===== config.mk =====
export PLATFORM = sky130hd
export DESIGN_NAME = rtnh_front
export DESIGN_NICKNAME = d
export VERILOG_FILES = /design/src/design/rtnh_pkg.sv /design/src/design/rtnh_front.sv
export SDC_FILE = /design/constraint.sdc
export NUM_CORES = 1
export LEC_CHECK = 0
export ABC_AREA = 1
export CELL_PAD_IN_SITES_DETAIL_PLACEMENT = 1
export CELL_PAD_IN_SITES_GLOBAL_PLACEMENT = 2
export CORE_MARGIN = 2
export CORE_UTILIZATION = 38
export CTS_BUF_LIST = sky130_fd_sc_hd__clkbuf_16
export CTS_CLUSTER_DIAMETER = 50
export DETAILED_ROUTE_END_ITERATION = 16
export DONT_BUFFER_PORTS = 1
export PLACE_DENSITY_LB_ADDON = 0.12
export SETUP_SLACK_MARGIN = 0.2
export SLEW_MARGIN = 20
export SYNTH_ARGS = -nofsm -noshare
export SYNTH_HDL_FRONTEND = slang
export SYNTH_SLANG_ARGS = --single-unit

===== constraint.sdc =====
create_clock -name clk -period 12.6 [get_ports clk]
set_clock_uncertainty 0.2 [all_clocks]
set_input_delay 1.26 -clock clk [delete_from_list [all_inputs] [get_ports clk]]
set_output_delay 1.26 -clock clk [all_outputs]
set_load 0.1 [all_outputs]

===== src/design/rtnh_pkg.sv =====
`timescale 1ns / 1ps
// ----------------------------------------------------------------------------
// rtnh_pkg: shared constants for the ray / triangle nearest hit block
// Widths of the internal math, distance encoding and register indexes.
// ----------------------------------------------------------------------------
package rtnh_pkg;

	localparam int WIDE          = 128;
	localparam int DIST_BITS     = 48;
	localparam int DEF_COORD_BITS = 32;
	localparam int DEF_FRAC_BITS  = 8;
	localparam int NUM_REGS      = 7;

	localparam logic [DIST_BITS-1:0] DIST_MAX = {DIST_BITS{1'b1}};

	localparam logic [2:0] REG_ORG_X = 3'd0;
	localparam logic [2:0] REG_ORG_Y = 3'd1;
	localparam logic [2:0] REG_ORG_Z = 3'd2;
	localparam logic [2:0] REG_DIR_X = 3'd3;
	localparam logic [2:0] REG_DIR_Y = 3'd4;
	localparam logic [2:0] REG_DIR_Z = 3'd5;
	localparam logic [2:0] REG_CEIL  = 3'd6;

endpackage


===== src/design/rtnh_front.sv =====
`timescale 1ns / 1ps
// ----------------------------------------------------------------------------
// rtnh_front: triangle intake and request queue
// Accepts triangles, drops those that neither test nor close a scene, and
// holds the rest in a two-entry queue for the back end.
// ----------------------------------------------------------------------------
module rtnh_front #(
	parameter int COORD_BITS = rtnh_pkg::DEF_COORD_BITS
) (
	input  logic                      clk,
	input  logic                      arst_n,
	input  logic                      s_tvalid,
	output logic                      s_tready,
	input  logic [9*COORD_BITS-1:0]   s_vert,
	input  logic                      s_ground,
	input  logic                      s_last,
	output logic                      q_valid,
	output logic [9*COORD_BITS+1:0]   q_data,
	input  logic                      q_pop
);

	localparam int EW = 9*COORD_BITS + 2;

	logic [EW-1:0] mem_q [2];
	logic          wr_q;
	logic          rd_q;
	logic [1:0]    cnt_q;
	logic          push;

	assign s_tready = (cnt_q != 2'd2);
	assign push     = s_tvalid & s_tready & (s_ground | s_last);
	assign q_valid  = (cnt_q != 2'd0);
	assign q_data   = mem_q[rd_q];

	always_ff @(posedge clk) begin
		if (push) begin
			mem_q[wr_q] <= {s_last, s_ground, s_vert};
		end
	end

	always_ff @(posedge clk or negedge arst_n) begin
		if (!arst_n) begin
			wr_q  <= 1'b0;
			rd_q  <= 1'b0;
			cnt_q <= 2'd0;
		end else begin
			if (push) begin
				wr_q <= ~wr_q;
			end
			if (q_pop && q_valid) begin
				rd_q <= ~rd_q;
			end
			cnt_q <= cnt_q + 2'(push) - 2'(q_pop && q_valid);
		end
	end

endmodule


Word level (Yosys, flattened, before mapping). Memory sizes are Yosys's and may differ from the RTL's. Index checks and enable logic that the tools add are counted.

Word-level logic and storage cells: 16. Memories kept: 1. RAM bits: 580. Input port bits: 294. Output and inout bits: 292. Register bits after elaboration: 4.

$add $sub $neg: 2. Muxes and demuxes: 2. Reduce and logical (&&, ||, !) cells: 2. Eq/ne operators: 1. Bitwise operators: 5.

Memories: mem_q (words 2, width 290, read ports 1, clocked after memory_dff 0, wr ports 1, RTL line rtnh_front.sv:24) `logic [EW-1:0] mem_q [2];`.

Operator list (count): $add 2x1->2 (1); $and 1x1->1 (2); $mux 1 (2); $ne 2x2->1 const B (1); $not 1->1 (2); $reduce_bool 2->1 (1); $sub 2x1->2 (1); $logic_and 1x1->1 (1); $or 1x1->1 (1).

Depth between registers and ports, before layout. Gate-level depths: netlist (run 1).

Depth in word-level cells: 5. Depth in mapped cells: 9. Depth with buffers taken out: 9.

Worst setup path after synthesis (run 1). Ideal clock, no wire load.

Kind: input -> register. From: input s_ground. To: memory mem_q[1][0] in the netlist's numbering, enable pin. Slack: -2.072 ns. Stages: 4. Required time: 11.452 ns. Data arrival time: 13.523 ns. Buffers on the path: 0. Setup time: 0.948 ns. Cells stage by stage: inv_1 nand2_1 nand3_1 nor2_1.

Cells in the longest elaborated chain, start to end: 4.

RTL lines: from (decl) (RTL line rtnh_front.sv:15) `input logic s_ground,`; $or 1x1->1 (RTL line rtnh_front.sv:31) `assign push = s_tvalid & s_tready & (s_ground | s_last);`; $and 1x1->1 (RTL line rtnh_front.sv:31); $mux 1 (RTL line rtnh_front.sv:36) `if (push) begin`; $mux 1 (not written as such) (RTL line rtnh_front.sv:37) `mem_q[wr_q] <= {s_last, s_ground, s_vert};`; to (decl) (RTL line rtnh_front.sv:24).

Every way passes these cells.

Worst setup path after layout (run 1).
From: register rd_q. To: output q_data[169].

Cells in the longest elaborated chain, start to end: 1.

RTL lines: from (decl) (RTL line rtnh_front.sv:26) `logic rd_q;`; from (signal assigned) (RTL line rtnh_front.sv:51) `rd_q <= ~rd_q;`; $mem_v2 2x290; to (decl) (RTL line rtnh_front.sv:18) `output logic [9*COORD_BITS+1:0] q_data,`.

Every way passes these cells.

==> metrics.md, run 1 <==
| Metric | Value |
|---|---|
| Status | completed |
| Finish-stage setup viols | 0 |
| Final Hold Fails | 0 |
| HP Class | input pin to async pin |
| Max Cap Viol | 0 |
| Row Count | 86 |
| Pin count of the biggest net entering global routing | 210 |
| RSZ-0062 raised after global routing | no |
| Num Clock Sinks | 584 |
| Syn nets | 1845 |
| Clk_lat worst skew | 590 ps |
| Crit path launch type | register |
| Synth unique cells | 13 |
| Die area | 57800 um^2 |
| Overflow after GRT | 0 |
| DR iter-0 viols | 608 |
| Fin crit period | 5160 ps |
| Antenna Nets Post-Route | 0 |
| Total number of vias | 11500 |
| Global-route wire length before repair | 79300 um |
| Via density | 4.85 |
| Slew @ Worst Pin | 1160 ps |
| WL per Instance | 24.2 um |
| Setup Buffers After CTS | 0 |
| Area Growth Syn to Fin | 13.4% |
| Total wire length | 57600 um |
| Synthesized instance count | 1549 |
| Layout cells sized above 1 | 6.55% |
| Initial antenna violation count | 6 |
| Post-cts resize count | 0 |
| Drt pass-1 iters | 4 |
| HPWL Detailed | 37800 um |
| Syn Std Cell Area | 21300 um^2 |
| Die Ht | 241 um |
| Overall global routing resource usage | 19.2% |
| Inserted Clock Buffers | 68 |
| Crit path DAT | 3700 ps |
| Fillers | 5559 |
| Starting Density | 38.5% |
| CTS clk-pin slew, worst paths | 50 ps |
| CP Capture Type | output pin |
| Achievable Freq | 0.194 GHz |
| TritonCTS clock tree | done |
| Sequential share of the synthesized area | 82.4% |
| Synth Area per Inst | 13.7 um^2 |
| Kind of critical path | register to output pin |
| # IOs | 586 |
| Core area | 55200 um^2 |
| Pins Over Slew Limit | 0 |
| Synth warnings | 0 |
| Gpl congestion | 0.762 |
| Clock Tree Root | clkbuf_16 |
| Setup TNS | 0 ps |
| Period utilization | 41.0% |
| Vias in the first global route | 11800 |
| Crit-path max FO | 209 |
| Hold-fix buffers at CTS | 0 |
| Final net count | 1861 |
| Critical Path RT | 11140 ps |
| CTS H-tree lvls | 3 |
| Register bit total from synthesis | 584 |
| Die width | 241 um |
| Slew Limit Headroom | 22.5% |
| PortBufs | 0 |
| Max clock buf depth | 3 |
| Post-route DRC | 0 |
[per-stage QoR]
step                hold slack (ps)  util (%)  cells  worst slack, ps  cell area, um^2
detailed placement              290      39.8   2243             7780            22000
global placement                263      39.8   2243             7710            22000
CTS                             122      43.6   2366             7330            24100
floorplan                       242         -   1549             2870            21300
global route                    133      43.6   2366             7210            24100
finish                          161      43.7   2374             7440            24100
[cell type report]
cell class	instances	area, um^2	share of cell area (%)
tap	748	936	3.88
timing repair buffer	10	104	0.431
sequential	584	17500	72.7
inverter	9	48.8	0.203
multi-input combinational	892	3390	14.1
clock inverter	53	324	1.34
clock buffer	70	1750	7.27
antenna	8	20.0	0.0831
[registers in the layout (all words and copies together), names as in the netlist]
| signal | count |
|---|---|
| cnt_q | 2 |
| mem_q | 580 |
| rd_q | 1 |
| wr_q | 1 |
[cell usage in the layout, fill, tap and decap left out, drive strengths merged]
| cell type | instances |
|---|---|
| or2 | 1 |
| clkbuf | 70 |
| o21a | 1 |
| bufinv | 2 |
| ha | 2 |
| edfxtp | 580 |
| nor2 | 3 |
| diode | 8 |
| buf | 10 |
| clkinv | 21 |
| clkinvlp | 2 |
| xor2 | 1 |
| inv | 37 |
| nand2 | 881 |
| dfrtp | 4 |
| nand3 | 2 |
| xnor2 | 1 |
[Yosys cell counts, drive strengths merged]
| cell | n | area, um^2 |
|---|---|---|
| xor2 | 1 | 8.76 |
| inv | 9 | 33.8 |
| or2 | 1 | 6.26 |
| dfrtp | 4 | 100 |
| o21a | 1 | 7.51 |
| nand3 | 2 | 10.0 |
| ha | 2 | 25.0 |
| edfxtp | 580 | 17400 |
| nand2 | 881 | 3310 |
| xnor2 | 1 | 8.76 |
| nor2 | 3 | 11.3 |
| buf | 64 | 320 |
[worst max-delay path, stage by stage (launching register included)]
cell and delay [ps]:
dfrtp_4 460, buf_12 680, buf_4 860, nand2_1 140, nand2_1 770
[logic make-up after synthesis]
| group | count (synthesis) | share of synthesized area [%] |
|---|---|---|
| flip-flops | 584 | 82.4 |
| AND/OR/NAND/NOR | 887 | 15.7 |
| XOR/XNOR | 2 | 0.0824 |
| buffers and inverters | 73 | 1.67 |
| adder cells (fa/ha/maj) | 2 | 0.118 |
| AO/OA/AOI/OAI | 1 | 0.0353 |
[metal layers]
metal | track usage [%] | routed length [um] | vias up
li1 | - | - | 5284
met1 | 19.6 | 19500 | 5683
met2 | 32.1 | 28600 | 435
met3 | 11.0 | 7450 | 95
met4 | 8.21 | 2000 | 6
met5 | 0 | 41 | -
[final timing paths]
check | from | slack [ps] | endpoint | cells past startpoint
max | rd_q | 7440 | q_data[169] | 4
min | arst_n | 160 | wr_q | 0
max reg2reg | cnt_q[1] | 7920 | mem_q[0][127] | 5
min reg2reg | wr_q | 290 | wr_q | 2
max in group asynchronous | arst_n | 11960 | rd_q | 0
min in group clk | wr_q | 290 | wr_q | 2
Power of run 1 is left out: the tool's default activity adds up to more than one toggle a clock period on the data nets, which glitch-free logic cannot reach.
==> inputs of run 2 (changes only) <==
- clock period: 12.6 -> 4.3 ns (I/O delays scaled with it)
==> run 2 against run 1 <==
  * Final cell count grew 19%
  * Via count grew 17%
  * First-iteration DRC count shrank 4.1%
  * Utilization grew 7.7 points
  * Die area is the same
  * Hold slack gained 120 ps
  * Setup slack lost 6800 ps
  * Critical path depth grew 1
  * Critical path type unchanged
  * Critical endpoint is now q_data[106]
  * Largest cell class unchanged
==> metrics.md, run 2 (synthesized netlist as in run 1, its figures left out) <==
| Metric | Value |
|---|---|
| Status | completed |
| Largest Register | mem_q |
| Pins Over Slew Limit | 0 |
| Final net count | 2317 |
| Layout cells sized above 1 | 13.2% |
| Inserted Clock Buffers | 71 |
| Total number of vias | 13500 |
| CTS H-tree lvls | 3 |
| Commonest non-fill, non-tap cell in the layout | nand2_1 |
| Kind of critical path | register to output pin |
| Design Area, Final | 28300 um^2 |
| HP Class | register to register |
| Setup Buffers After CTS | 0 |
| RSZ-0062 raised after global routing | no |
| Period utilization | 84.3% |
| Antenna Nets Post-Route | 0 |
| Post-route DRC | 0 |
| Final Hold Fails | 0 |
| Via density | 4.77 |
| Clk_lat worst skew | 580 ps |
| Total wire length | 60800 um |
| Crit path launch type | register |
| Num Clock Sinks | 584 |
| Critical Path RT | 3670 ps |
| Dpl cells | 2402 |
| Crit-path max FO | 78 |
| Post-layout util | 51.3% |
| Die Ht | 241 um |
| Vias in the first global route | 14300 |
| Gpl congestion | 0.791 |
| Finish-stage setup viols | 0 |
| CTS clk-pin slew, worst paths | 50 ps |
| Overall global routing resource usage | 20.5% |
| Drt pass-1 iters | 4 |
| R2R Setup Slk | 1610 ps |
| TritonCTS clock tree | done |
| Pin count of the biggest net entering global routing | 166 |
| Top flop regs | mem_q x580, cnt_q x2 |
| CP Capture Type | output pin |
| Fin crit period | 3620 ps |
| Commonest cells after routing, fill and taps aside | nand2_1 (880), edfxtp_1 (580), dlygate4sd3_1 (294) |
| Max Cap Viol | 0 |
| Global-route wire length before repair | 88100 um |
| PortBufs | 0 |
| Slew @ Worst Pin | 1040 ps |
| DR iter-0 viols | 583 |
| WL per Instance | 21.5 um |
| HPWL Detailed | 40300 um |
| Final Non-Filler Cells | 2822 |
| Slew Limit Headroom | 30.2% |
| Initial antenna violation count | 8 |
| Row Count | 86 |
| Die width | 241 um |
| Overflow after GRT | 0 |
| # IOs | 586 |
| Max clock buf depth | 3 |
| Post-DP Area | 23300 um^2 |
| Fillers | 5559 |
| Achievable Freq | 0.276 GHz |
| Crit path DAT | 2990 ps |
| Max reg flops | 580 |
| Clock Tree Root | clkbuf_16 |
| Die area | 57800 um^2 |
| Starting Density | 38.5% |
| Area Growth Syn to Fin | 33.3% |
| Core area | 55200 um^2 |
## run 2: path summary, 6_finish.rpt
check                              start            end  cells after the start
worst max register to register  cnt_q[0]  mem_q[0][170]                      5
max in group asynchronous         arst_n           rd_q                      2
worst min register to register      wr_q           wr_q                      2
worst min-delay path                wr_q           wr_q                      2
worst max-delay path                rd_q    q_data[106]                      5
min in group asynchronous         arst_n           wr_q                      2
## run 2: what timing repair did
item,4_1_cts,5_1_grt
hold buffers,294,0
endpoints found under the hold margin,586,0
resized for setup,0,0
## run 2: per-layer routing
layer / track usage (%) / wire [um] / vias up / share of wire (%)
met3: 6.70 / 4780 / 94 / 7.9
met4: 7.00 / 1550 / 10 / 2.6
met5: 0 / 72 / - / 0.12
met1: 23.0 / 22600 / 6771 / 37
li1: - / - / 6187 / -
met2: 36.4 / 31700 / 404 / 52
## run 2: layout make-up
cell class              instances  area (um^2)  area share, %
inverters                       9         45.0          0.159
repair buffers                463         4290           15.1
multi-input cells             892         3430           12.1
well taps                     748          936           3.30
flip-flops and latches        584        17500           61.8
clock inverters                51          327           1.15
diodes                          4         10.0         0.0353
clock buffers                  71         1780           6.27
## run 2: metrics by stage
stage	setup slack [ps]	hold WS [ps]	setup TNS [ps]
after floorplan	-1400	-65.6	-812610
after global placement	1330	-64.9	0
after detailed placement	1290	-64.9	0
after CTS	669	250	0
after global routing	522	270	0
final	675	285	0
## run 2: critical path: stages, from the launching register on
cell and delay [ps]:
dfrtp_4 470, buf_4 720, buf_4 580, nand2_1 160
nand2_1 110, buf_4 290
Power of run 2 is left out for the same reason.
